===== config.mk =====
export PLATFORM = sky130hd
export DESIGN_NAME = code_region_coverage_bitmap
export DESIGN_NICKNAME = d
export VERILOG_FILES = /design/src/hdl/crcb_pkg.sv /design/src/hdl/code_region_coverage_bitmap.sv /design/src/hdl/crcb_ram.sv /design/src/hdl/crcb_mask.sv
export SDC_FILE = /design/constraint.sdc
export NUM_CORES = 2
export LEC_CHECK = 0
export BUFFER_PORTS_ARGS = -buffer_cell sky130_fd_sc_hd__buf_4
export CAP_MARGIN = 20
export CELL_PAD_IN_SITES_DETAIL_PLACEMENT = 1
export CELL_PAD_IN_SITES_GLOBAL_PLACEMENT = 1
export CORE_MARGIN = 1
export CORE_UTILIZATION = 25
export CTS_CLUSTER_DIAMETER = 200
export DETAILED_ROUTE_END_ITERATION = 10
export PLACE_DENSITY_LB_ADDON = 0.3
export REMOVE_ABC_BUFFERS = 1
export SYNTH_ARGS = -nofsm -noshare
export SYNTH_HDL_FRONTEND = slang
export SYNTH_HIERARCHICAL = 1
export SYNTH_SLANG_ARGS = --single-unit

===== constraint.sdc =====
create_clock -name clock -period 4.9 [get_ports clock]
set_input_delay 0.735 -clock clock [delete_from_list [all_inputs] [get_ports clock]]
set_output_delay 0.735 -clock clock [all_outputs]
set_load 0.01 [all_outputs]

===== src/hdl/crcb_pkg.sv =====
package crcb_pkg;

   localparam int unsigned ADDR_W    = 32;
   localparam int unsigned WORD_BITS = 32;
   localparam int unsigned BIT_AW    = 5;
   localparam logic [BIT_AW-1:0] BIT_MAX = 5'd31;

   typedef enum logic [1:0] {
      KIND_MARK  = 2'd0,
      KIND_QUERY = 2'd1,
      KIND_CLEAR = 2'd2
   } kind_type;

   typedef enum logic [1:0] {
      ST_IDLE,
      ST_SPAN,
      ST_WALK,
      ST_CLEAR
   } state_type;

endpackage


===== src/hdl/code_region_coverage_bitmap.sv =====
// Channel   Ports                                   Handshake
// request   req_kind, req_address, req_length       start high while busy low
// response  rsp_covered                             rsp_strobe, one cycle
//
// The map is stored as 32 region bits per word of a one-read, one-write RAM.
// A mark or query goes through the span state and then walks the words of the
// span, one RAM read per cycle; an empty span responds from the span state.
// A query stops at the first marked word. A clear sweeps all words, one per
// cycle, then responds. Reset runs the same sweep with busy high and no
// response. An unknown kind responds without a walk. The receiver cannot stall.
module code_region_coverage_bitmap import crcb_pkg::*; #(
   parameter int unsigned REGION_COUNT = 2048,
   parameter int unsigned REGION_SHIFT = 12,
   parameter logic [31:0] BASE_ADDR    = 32'h8000_0000
) (
   input  logic              clock,
   input  logic              reset,
   input  logic              start,
   output logic              busy,
   input  logic [1:0]        req_kind,
   input  logic [ADDR_W-1:0] req_address,
   input  logic [ADDR_W-1:0] req_length,
   output logic              rsp_strobe,
   output logic              rsp_covered
);

   localparam int unsigned WORD_COUNT = (REGION_COUNT + WORD_BITS - 1) / WORD_BITS;
   localparam int unsigned WORD_AW    = (WORD_COUNT > 1) ? $clog2(WORD_COUNT) : 1;
   localparam logic [ADDR_W-1:0] COUNT_LIMIT = ADDR_W'(REGION_COUNT);
   localparam logic [ADDR_W-1:0] STOP_MAX    = ADDR_W'(REGION_COUNT - 1);
   localparam logic [WORD_AW-1:0] WORD_LAST  = WORD_AW'(WORD_COUNT - 1);

   state_type            state_ff, state_in;
   logic                 is_query_ff, is_query_in;
   logic [ADDR_W-1:0]    off_first_ff, off_first_in;
   logic [ADDR_W-1:0]    off_last_ff, off_last_in;
   logic [WORD_AW-1:0]   first_word_ff, first_word_in;
   logic [WORD_AW-1:0]   last_word_ff, last_word_in;
   logic [BIT_AW-1:0]    first_bit_ff, first_bit_in;
   logic [BIT_AW-1:0]    last_bit_ff, last_bit_in;
   logic [WORD_AW:0]     ptr_ff, ptr_in;
   logic [WORD_AW-1:0]   pend_word_ff, pend_word_in;
   logic                 rsp_valid_ff, rsp_valid_in;
   logic                 rsp_covered_ff, rsp_covered_in;
   logic                 clr_rsp_ff, clr_rsp_in;

   logic [ADDR_W-1:0]    first_region;
   logic [ADDR_W-1:0]    last_region;
   logic [ADDR_W-1:0]    stop_region;
   logic                 span_empty;
   logic [WORD_BITS-1:0] mask;
   logic                 hit;
   logic                 more;

   logic                 wr_en;
   logic [WORD_AW-1:0]   wr_addr;
   logic [WORD_BITS-1:0] wr_data;
   logic                 rd_en;
   logic [WORD_AW-1:0]   rd_addr;
   logic [WORD_BITS-1:0] rd_data;

   crcb_ram #(
      .WIDTH (WORD_BITS),
      .DEPTH (WORD_COUNT)
   ) u_ram (
      .clock   (clock),
      .wr_en   (wr_en),
      .wr_addr (wr_addr),
      .wr_data (wr_data),
      .rd_en   (rd_en),
      .rd_addr (rd_addr),
      .rd_data (rd_data)
   );

   crcb_mask #(
      .WORD_AW (WORD_AW)
   ) u_mask (
      .word       (pend_word_ff),
      .first_word (first_word_ff),
      .last_word  (last_word_ff),
      .first_bit  (first_bit_ff),
      .last_bit   (last_bit_ff),
      .mask       (mask)
   );

   always_ff @(posedge clock) begin
      if (reset) begin
         state_ff     <= ST_CLEAR;
         ptr_ff       <= '0;
         clr_rsp_ff   <= 1'b0;
         rsp_valid_ff <= 1'b0;
      end else begin
         state_ff     <= state_in;
         ptr_ff       <= ptr_in;
         clr_rsp_ff   <= clr_rsp_in;
         rsp_valid_ff <= rsp_valid_in;
      end
   end

   always_ff @(posedge clock) begin
      is_query_ff    <= is_query_in;
      off_first_ff   <= off_first_in;
      off_last_ff    <= off_last_in;
      first_word_ff  <= first_word_in;
      last_word_ff   <= last_word_in;
      first_bit_ff   <= first_bit_in;
      last_bit_ff    <= last_bit_in;
      pend_word_ff   <= pend_word_in;
      rsp_covered_ff <= rsp_covered_in;
   end

   // Region indexes of the span ends; the end is clamped to the last entry.
   always_comb begin
      first_region = off_first_ff >> REGION_SHIFT;
      last_region  = off_last_ff >> REGION_SHIFT;
      span_empty   = (first_region > last_region) || (first_region >= COUNT_LIMIT);
      stop_region  = (last_region > STOP_MAX) ? STOP_MAX : last_region;
   end

   assign hit  = |(rd_data & mask);
   assign more = (ptr_ff <= {1'b0, last_word_ff}) && !(is_query_ff && hit);

   always_comb begin
      state_in       = state_ff;
      is_query_in    = is_query_ff;
      off_first_in   = off_first_ff;
      off_last_in    = off_last_ff;
      first_word_in  = first_word_ff;
      last_word_in   = last_word_ff;
      first_bit_in   = first_bit_ff;
      last_bit_in    = last_bit_ff;
      ptr_in         = ptr_ff;
      pend_word_in   = pend_word_ff;
      clr_rsp_in     = clr_rsp_ff;
      rsp_valid_in   = 1'b0;
      rsp_covered_in = 1'b0;
      wr_en          = 1'b0;
      wr_addr        = pend_word_ff;
      wr_data        = rd_data | mask;
      rd_en          = 1'b0;
      rd_addr        = ptr_ff[WORD_AW-1:0];

      unique case (state_ff)
         ST_IDLE: begin
            if (start) begin
               // The end offset is address + length - 1 - base, and -1 - base is ~base.
               off_first_in = req_address - BASE_ADDR;
               off_last_in  = req_address + req_length + ~BASE_ADDR;
               is_query_in  = (kind_type'(req_kind) == KIND_QUERY);
               case (kind_type'(req_kind)) inside
                  KIND_MARK, KIND_QUERY: begin
                     state_in = ST_SPAN;
                  end
                  KIND_CLEAR: begin
                     state_in   = ST_CLEAR;
                     ptr_in     = '0;
                     clr_rsp_in = 1'b1;
                  end
                  default: begin
                     rsp_valid_in = 1'b1;
                  end
               endcase
            end
         end
         ST_SPAN: begin
            first_word_in = first_region[BIT_AW +: WORD_AW];
            first_bit_in  = first_region[BIT_AW-1:0];
            last_word_in  = stop_region[BIT_AW +: WORD_AW];
            last_bit_in   = stop_region[BIT_AW-1:0];
            if (span_empty) begin
               rsp_valid_in = 1'b1;
               state_in     = ST_IDLE;
            end else begin
               rd_en        = 1'b1;
               rd_addr      = first_region[BIT_AW +: WORD_AW];
               pend_word_in = first_region[BIT_AW +: WORD_AW];
               ptr_in       = {1'b0, first_region[BIT_AW +: WORD_AW]} + (WORD_AW+1)'(1);
               state_in     = ST_WALK;
            end
         end
         ST_WALK: begin
            // The word read last cycle is processed while the next one is read.
            wr_en = !is_query_ff;
            if (more) begin
               rd_en        = 1'b1;
               pend_word_in = ptr_ff[WORD_AW-1:0];
               ptr_in       = ptr_ff + (WORD_AW+1)'(1);
            end else begin
               rsp_valid_in   = 1'b1;
               rsp_covered_in = is_query_ff && hit;
               state_in       = ST_IDLE;
            end
         end
         ST_CLEAR: begin
            wr_en   = 1'b1;
            wr_addr = ptr_ff[WORD_AW-1:0];
            wr_data = '0;
            ptr_in  = ptr_ff + (WORD_AW+1)'(1);
            if (ptr_ff[WORD_AW-1:0] == WORD_LAST) begin
               rsp_valid_in = clr_rsp_ff;
               clr_rsp_in   = 1'b0;
               state_in     = ST_IDLE;
            end
         end
         default: begin
            state_in = ST_IDLE;
         end
      endcase
   end

   assign busy        = (state_ff != ST_IDLE);
   assign rsp_strobe  = rsp_valid_ff;
   assign rsp_covered = rsp_covered_ff;

`ifndef NO_ASSERTIONS
   // A set covered bit can only come from a query walk.
   a_covered_from_query: assert property (@(posedge clock) disable iff (reset)
      (rsp_strobe && rsp_covered) |-> ($past(state_ff) == ST_WALK && is_query_ff))
      else $error("covered reported outside a query walk");

   // A query never modifies the map.
   a_no_write_on_query: assert property (@(posedge clock) disable iff (reset)
      wr_en |-> (state_ff == ST_CLEAR || (state_ff == ST_WALK && !is_query_ff)))
      else $error("map written during a query");

   // The read pointer runs exactly one word ahead of the word being processed.
   a_ptr_ahead: assert property (@(posedge clock) disable iff (reset)
      (state_ff == ST_WALK) |-> (ptr_ff == ({1'b0, pend_word_ff} + (WORD_AW+1)'(1))))
      else $error("walk pointer out of step");

   // The processed word stays inside the span.
   a_word_in_span: assert property (@(posedge clock) disable iff (reset)
      (state_ff == ST_WALK) |->
         (pend_word_ff >= first_word_ff && pend_word_ff <= last_word_ff))
      else $error("walk left the span");

   // The clearing sweep writes only zero words.
   a_clear_zero: assert property (@(posedge clock) disable iff (reset)
      (state_ff == ST_CLEAR) |-> (wr_en && wr_data == '0))
      else $error("clear sweep wrote a nonzero word");
`endif

endmodule


===== src/hdl/crcb_ram.sv =====
module crcb_ram #(
   parameter int unsigned WIDTH = 32,
   parameter int unsigned DEPTH = 64
) (
   input  logic                                     clock,
   input  logic                                     wr_en,
   input  logic [((DEPTH > 1) ? $clog2(DEPTH) : 1)-1:0] wr_addr,
   input  logic [WIDTH-1:0]                         wr_data,
   input  logic                                     rd_en,
   input  logic [((DEPTH > 1) ? $clog2(DEPTH) : 1)-1:0] rd_addr,
   output logic [WIDTH-1:0]                         rd_data
);

   logic [WIDTH-1:0] mem [DEPTH];
   logic [WIDTH-1:0] rd_data_ff;

   always_ff @(posedge clock) begin
      if (wr_en) begin
         mem[wr_addr] <= wr_data;
      end
      if (rd_en) begin
         rd_data_ff <= mem[rd_addr];
      end
   end

   assign rd_data = rd_data_ff;

endmodule


===== src/hdl/crcb_mask.sv =====
module crcb_mask import crcb_pkg::*; #(
   parameter int unsigned WORD_AW = 6
) (
   input  logic [WORD_AW-1:0]   word,
   input  logic [WORD_AW-1:0]   first_word,
   input  logic [WORD_AW-1:0]   last_word,
   input  logic [BIT_AW-1:0]    first_bit,
   input  logic [BIT_AW-1:0]    last_bit,
   output logic [WORD_BITS-1:0] mask
);

   logic [BIT_AW-1:0] lo;
   logic [BIT_AW-1:0] hi;

   // Only the end words of a span are partial; inner words are fully covered.
   always_comb begin
      lo   = (word == first_word) ? first_bit : '0;
      hi   = (word == last_word) ? last_bit : BIT_MAX;
      mask = ({WORD_BITS{1'b1}} << lo) & ({WORD_BITS{1'b1}} >> (BIT_MAX - hi));
   end

endmodule

# Word level (Yosys, flattened, before mapping)

Memories as Yosys holds them, arrays and structs flattened. A register that Yosys moved wholly into a read port is not among the register bits.
Cells that the tools add are included.

Eq/ne operators: 16
$lt $le $gt $ge: 4
Shift operators: 2
Reductions and logical operators: 18
Bitwise logic cells: 4
Add/subtract/negate cells: 6
Muxes and demuxes: 40

Operator list:

| cell                                                                     | count |
|---|---|
| 32-bit AND                                                               | 2 |
| 7-bit two-way mux                                                        | 5 |
| 32-bit by 31-bit adder with 32-bit output (second input constant)        | 1 |
| 32-bit adder                                                             | 1 |
| 32-bit two-way mux                                                       | 1 |
| 32-bit OR                                                                | 1 |
| 32-bit OR reduction                                                      | 1 |
| 32-bit by 5-bit left shift with 32-bit output (first input constant)     | 1 |
| 32-bit by 5-bit right shift with 32-bit output (first input constant)    | 1 |
| 32-bit subtractor (second input constant)                                | 1 |
| 6-bit two-way mux                                                        | 5 |
| 7-bit one-hot mux with 4 select lines                                    | 1 |
| 20-bit by 12-bit >= comparator with 1-bit output (second input constant) | 1 |
| 20-bit by 11-bit > comparator with 1-bit output (second input constant)  | 1 |
| 20-bit > comparator                                                      | 1 |
| 1-bit two-way mux                                                        | 14 |
| 2-bit inequality test (second input constant)                            | 7 |
| 6-bit equality test                                                      | 2 |
| 2-bit two-way mux                                                        | 6 |
| 6-bit one-hot mux with 2 select lines                                    | 1 |
| 5-bit two-way mux                                                        | 2 |
| 5-bit AND reduction                                                      | 2 |
| 2-bit one-hot mux with 4 select lines                                    | 1 |
| 6-bit by 1-bit adder with 7-bit output (second input constant)           | 1 |
| other kinds (19)                                                         | 30 |

Logic and storage cells: 104
Output and inout port bits: 3
Memory bits (writable): 2048
Memories kept: 1
Bits in registers: 105

Memories:

| name      | words | width | rd ports | clocked after Yosys merged registers in | write ports | line           | source |
|---|---|---|---|---|---|---|---|
| u_ram.mem | 64    | 32    | 1        | 1                                       | 1           | crcb_ram.sv:14 | `logic [WIDTH-1:0] mem [DEPTH];` |

# Longest topological paths before layout

Depth after elaboration: 12
Depth in mapped cells: 20
Depth with buffers taken out: 14

# Cells and area by module

Netlist, hierarchy kept.

By module, submodules not included:

| module                      | instances | area an instance (µm²) | sequential area each (µm²) | cells each |
|---|---|---|---|---|
| crcb_ram                    | 1         | 78835.6                | 62459.9                    | 3324 |
| code_region_coverage_bitmap | 1         | 6182.2                 | 2312.2                     | 678 |
| crcb_mask                   | 1         | 899.6                  | 0.0                        | 142 |

# Least setup slack after synthesis

No wires, ideal clock.

Path kind: reg2reg
Start point: reg pend_word_ff[0]
End point: reg u_ram.rd_data_ff[0], in the netlist u_ram/rd_data[0] (read register of u_ram.mem), enable pin
Period minus slack after synthesis: 5.132 ns
Required time: 4.430 ns
Data arrival time: 4.662 ns
Stages on the path, launching flop included: 12
Slack: -0.232 ns
Library setup time: 0.470 ns
Path through: edfxtp_1 xnor2_1 nand4_2 nor2_4 buf_6 a22oi_1 a22oi_1 nand4_1 o41ai_1 nor3b_2 nand2_1 a21boi_0

Cells in the longest elaborated chain, start to end: 12
Elaborated cells on any way between the ends: 15

Ends and longest elaborated chain:

| item                                           | line                               | source |
|---|---|---|
| from (decl)                                    | code_region_coverage_bitmap.sv:42  | `logic [WORD_AW-1:0] pend_word_ff, pend_word_in;` |
| from (signal assigned)                         | code_region_coverage_bitmap.sv:108 | `pend_word_ff <= pend_word_in;` |
| 6-bit equality test                            | crcb_mask.sv:18                    | `hi = (word == last_word) ? last_bit : BIT_MAX;` |
| 5-bit two-way mux                              | crcb_mask.sv:18                    |  |
| 5-bit subtractor                               | crcb_mask.sv:19                    | `mask = ({WORD_BITS{1'b1}} << lo) & ({WORD_BITS{1'b1}} >> (BIT_MAX - hi));` |
| 32-bit by 5-bit right shift with 32-bit output | crcb_mask.sv:19                    |  |
| 32-bit AND *                                   | crcb_mask.sv:19                    |  |
| named net mask[15]                             | code_region_coverage_bitmap.sv:51  | `logic [WORD_BITS-1:0] mask;` |
| 32-bit AND *                                   | code_region_coverage_bitmap.sv:120 | `assign hit = \|(rd_data & mask);` |
| 32-bit OR reduction *                          | code_region_coverage_bitmap.sv:120 |  |
| 1-bit logical AND *                            | code_region_coverage_bitmap.sv:121 | `assign more = (ptr_ff <= {1'b0, last_word_ff}) && !(is_query_ff && hit);` |
| 1-bit logical NOT *                            | code_region_coverage_bitmap.sv:121 |  |
| 1-bit logical AND *                            | code_region_coverage_bitmap.sv:121 |  |
| 1-bit two-way mux *                            | code_region_coverage_bitmap.sv:184 | `if (more) begin` |
| 1-bit one-hot mux with 2 select lines *        | code_region_coverage_bitmap.sv:143 | `unique case (state_ff)` |
| named net rd_en                                | code_region_coverage_bitmap.sv:58  | `logic rd_en;` |
| to (decl)                                      | crcb_ram.sv:15                     | `logic [WIDTH-1:0] rd_data_ff;` |

Mark *: on every way through the listed nets, which the timed path passes. The rest lies on a longest branch.
A chain may end at the register's enable or synchronous reset.

# Worst setup path in the final report

Start point: reg off_first_ff[25]
End point: reg u_ram.rd_data_ff[6], in the netlist u_ram/rd_data[6] (read register of u_ram.mem) (data pin)

Cells in the longest elaborated chain, start to end: 4
Elaborated cells on any way between the ends: 7

Ends and longest elaborated chain:

| item                                                                                           | line                               | source |
|---|---|---|
| from (decl)                                                                                    | code_region_coverage_bitmap.sv:35  | `logic [ADDR_W-1:0] off_first_ff, off_first_in;` |
| from (signal assigned)                                                                         | code_region_coverage_bitmap.sv:102 | `off_first_ff <= off_first_in;` |
| 20-bit > comparator / 20-bit by 12-bit >= comparator with 1-bit output (equally long branches) | code_region_coverage_bitmap.sv:116 | `span_empty = (first_region > last_region) \|\| (first_region >= COUNT_LIMIT);` |
| 1-bit logical OR *                                                                             | code_region_coverage_bitmap.sv:116 |  |
| 6-bit two-way mux *                                                                            | code_region_coverage_bitmap.sv:170 | `if (span_empty) begin` |
| 6-bit two-way mux *                                                                            | code_region_coverage_bitmap.sv:143 |  |
| named net rd_addr[2]                                                                           | code_region_coverage_bitmap.sv:59  | `logic [WORD_AW-1:0] rd_addr;` |

Marks and branches as above.

==> results.yml <==
grt:
  met3_usage: 0.01986
  antenna_found_initial: 14
  grt_max_degree: 65
  grt_pass1_wl_um: 362400
  grt_util_met1: 0.2066
  track_usage: 0.1470
  met2_usage: 0.2408
  grt-busiest-layer: "met2"
  grt_pass1_vias: 46230
  overflow: 0
floorplan:
  dieArea_mm2: 0.3460
  die_w_um: 588.2
  ioPinCount: 72
  core_area_mm2: 0.3409
  row_count: 214
  start_util: 0.2521
  die_h_um: 588.2
sta:
  period_share: 0.9726
  holdWs_ps: 72.74
  report.final.setup_viol: 0
  fin_crit_ps: 4766
  hold_violations: 0
  fin_skew_ps: 38.73
  max_slew_margin: 0.2448
  slew_viol_final: 0
  layout_setup_ws_ps: 134.1
  fmax_mhz: 209.8
  tightestPinTransition_ps: 1133
cells_and_area:
  nets: 4767
  n_fill_cell: 34410
  final_cell_mix: "2149 x edfxtp_1, 544 x mux4_2, 327 x buf_4"
  drive_above_1_share: 0.3062
  final_common_cell: "edfxtp_1"
  final_cells: 9328
  syn_to_final_growth_pct: 20.44
  final_core_util: 0.3036
critical_path:
  cpMaxStageDelayCell: "mux2_8"
  path_class: "flop to flop"
  reg2regPathDepth: 16
  critPathMaxStageDelay_ps: 420
  rrSetupSlack_ps: 130
  crit_family: "compound AO/OA/AOI/OAI gates"
  crit_buf_inv: 3
  cp_max_fo: 16
  rr_startpoint: "off_first_ff[25]$_DFFE_PP_"
  crit_path_cell_trace: "ha_1 > a21o_1 > nand3_1 > a21oi_1 > o31a_1 > a311o_1 > or2_1 > buf_4 > mux2_8 > buf_12 > buf_4 > mux4_2 > o221ai_1 > a21oi_1 > a21oi_4 > nor2_1"
  worstReg2RegEnd: "u_ram/rd_data[6]$_DFFE_PP_"
  cp-start-kind: "flop"
  crit_arrival_ps: 5400
  required_ps: 5530
  crit_path_end_kind: "flop"
hold_path:
  holdPathStages: 1
  holdPathEnd: "off_first_ff[14]$_DFFE_PP_"
  hp-start: "req_address[14]"
  holdCritPathClass: "primary input to flop"
pwr:
  power.density_mw_per_mm2: 602.8
  ir_drop_mv: 0.4433
  pwr-share-seq: 0.413
  p_int_uw: 41830
  clkPwrFrac: 0.268
  p_leak_uw: 0.03212
  power.total_uw: 62380
  pwr-share-comb: 0.320
  switchingPower_uw: 20550
  p_sw_frac: 0.3295
place:
  dp_slack_ps: -915.0
  io_buffers: 71
  dp.final_hpwl_um: 154700
  routabilityCongestion: 0.8084
  place_inst: 8868
clock_tree:
  cts_tree: "yes"
  cts_made_buffers: 225
  cts_num_sinks: 2161
  cts_root_buffer: "clkbuf_16"
  h-tree-depth: 4
  clk_latency_ps: 880
  clock_tree.buffer_depth: 4
  clkTransAtPathRegs_ps: 60
route:
  ant_nets: 0
  firstDrtPassIters: 5
  first_iter_violations: 4544
  viasPerCell: 4.709
  drc: 0
  vias: 43920
  wl_per_cell_um: 27.79
  finalWirelength_um: 259300
synthesis:
  synthesis.area_mm2: 0.08592
  yosysUniqueCellTypes: 80
  syn_area_per_cell_um2: 20.73
  ys_seq_elements: 2161
  synth_flop_cell: "edfxtp_1"
  ys_warn_count: 6
  synth_edf_count: 2149
  synth_top_area_cell: "edfxtp_1"
  synthTopCellsByArea: "edfxtp_1 75%, mux4_2 14%, ha_1 1.3%, mux2i_1 1.1%, nor2_1 1.1%"
  yosys.area.top_type_share: 0.7511
  synthArstFlopShare: 0
  synth_seq_area_share: 0.7539
  syn_inst: 4144
outcome:
  status: "finished, final reports clean"
job:
  maxCapViolations: 0
area by class of cell:
cell class                      instances  area, um2  share of cell area
Sequential cell                      2161      64770              0.6260
Timing Repair Buffer                  448       4762             0.04602
Tap cell                             4536       5675             0.05485
Multi-Input combinational cell       1614      20650              0.1995
Clock buffer                          281       5903             0.05705
Clock inverter                        126       1114             0.01076
Antenna cell                            4      10.01          0.00009673
Inverter                              158      593.1            0.005731
kinds of logic after synthesis:
kind of cell | after synthesis | synth area share
compound gates | 370 | 0.02987
mux | 657 | 0.1561
simple gates | 465 | 0.02496
buf+inv | 369 | 0.01886
fa+ha+maj | 90 | 0.01311
flops | 2161 | 0.7539
xor+xnor | 32 | 0.003262
cells in the mapped netlist (all sizes together), types with 5 or more instances:
| master | count |
|---|---|
| a311oi | 8 |
| and2 | 8 |
| or2 | 10 |
| and3 | 5 |
| or3 | 8 |
| a22oi | 36 |
| a41o | 6 |
| nand2b | 19 |
| o21ai | 17 |
| clkbuf | 90 |
| o221ai | 27 |
| nor3 | 21 |
| xor2 | 9 |
| a21oi | 98 |
| a32oi | 20 |
| dfxtp | 12 |
| nand4 | 26 |
| inv | 157 |
| or3b | 5 |
| nor2 | 242 |
| nand3b | 5 |
| o22ai | 85 |
| xnor2 | 23 |
| nand2 | 65 |
| o211ai | 8 |
| edfxtp | 2149 |
| nand3 | 21 |
| a31oi | 9 |
| ha | 90 |
| mux2i | 93 |
| buf | 121 |
| mux4 | 544 |
| mux2 | 20 |
| a21o | 19 |
| nor2b | 22 |
power by group through the flow:
| stage | Sequential [uW] | Combinational (uW) | Clock, uW |
|---|---|---|---|
| 2_1_floorplan | 26100 | 10100 | 0 |
| 3_3_place_gp | 26100 | 19200 | 0 |
| 3_5_place_dp | 26200 | 19600 | 0 |
| 4_1_cts | 25800 | 20000 | 17100 |
| 5_1_grt | 25900 | 21000 | 17700 |
| 6_report | 25800 | 19900 | 16700 |
state kept, by name (all words and copies together) (netlist names):
register / flops
clr_rsp_ff: 1
first_bit_ff: 5
first_word_ff: 6
is_query_ff: 1
last_bit_ff: 5
last_word_ff: 6
off_first_ff: 20
off_last_ff: 20
pend_word_ff: 6
ptr_ff: 7
rsp_covered: 1
rsp_strobe: 1
state_ff: 2
u_ram/mem: 2048
u_ram/rd_data: 32
per-stage QoR:
stage	TNS, ps	cell area, um2
CTS	0	103000
global placement	-10420	95480
finish	0	103500
global route	-22.86	103500
detailed placement	-10010	95500
floorplan	-630550	84890
layer usage:
metal / share of wire / up-vias / wire, um
met4: 0.021 / 0 / 5526
met1: 0.44 / 24220 / 115100
met3: 0.055 / 318 / 14190
met2: 0.48 / 1247 / 124500
met5: 0 / - / 0
li1: - / 18140 / -
timing repair:
item	CTS	global route
endpoints found under the hold margin	13	0
resized for setup	52	24
cloned	1	5
hold buffers	13	0
setup buffers	8	22
endpoints found under the setup margin	27	29
pin swaps	0	6
worst reg2reg max path, cell delays in order (launching register included):
cell and delay, ps:
edfxtp_1 410, ha_1 330, a21o_1 160, nand3_1 70
a21oi_1 60, o31a_1 290, a311o_1 380, or2_1 270
buf_4 200, mux2_8 420, buf_12 280, buf_4 300
mux4_2 360, o221ai_1 320, a21oi_1 200, a21oi_4 390
nor2_1 80
how the worst max path moves through the flow:
stage	from	to	slack, ps	cells past startpoint
after detailed placement	off_first_ff[31]$_DFFE_PP_	u_ram/rd_data[5]$_DFFE_PP_	-910	16
after floorplan	off_first_ff[21]$_DFFE_PP_	u_ram/rd_data[29]$_DFFE_PP_	-19760	13
after global routing	off_last_ff[27]$_DFFE_PP_	u_ram/rd_data[23]$_DFFE_PP_	-9	18
after CTS	off_first_ff[31]$_DFFE_PP_	u_ram/rd_data[23]$_DFFE_PP_	20	17
final	off_first_ff[25]$_DFFE_PP_	u_ram/rd_data[6]$_DFFE_PP_	130	16
after global placement	off_first_ff[31]$_DFFE_PP_	u_ram/rd_data[5]$_DFFE_PP_	-880	16
Power figures use the tool's default switching activity.
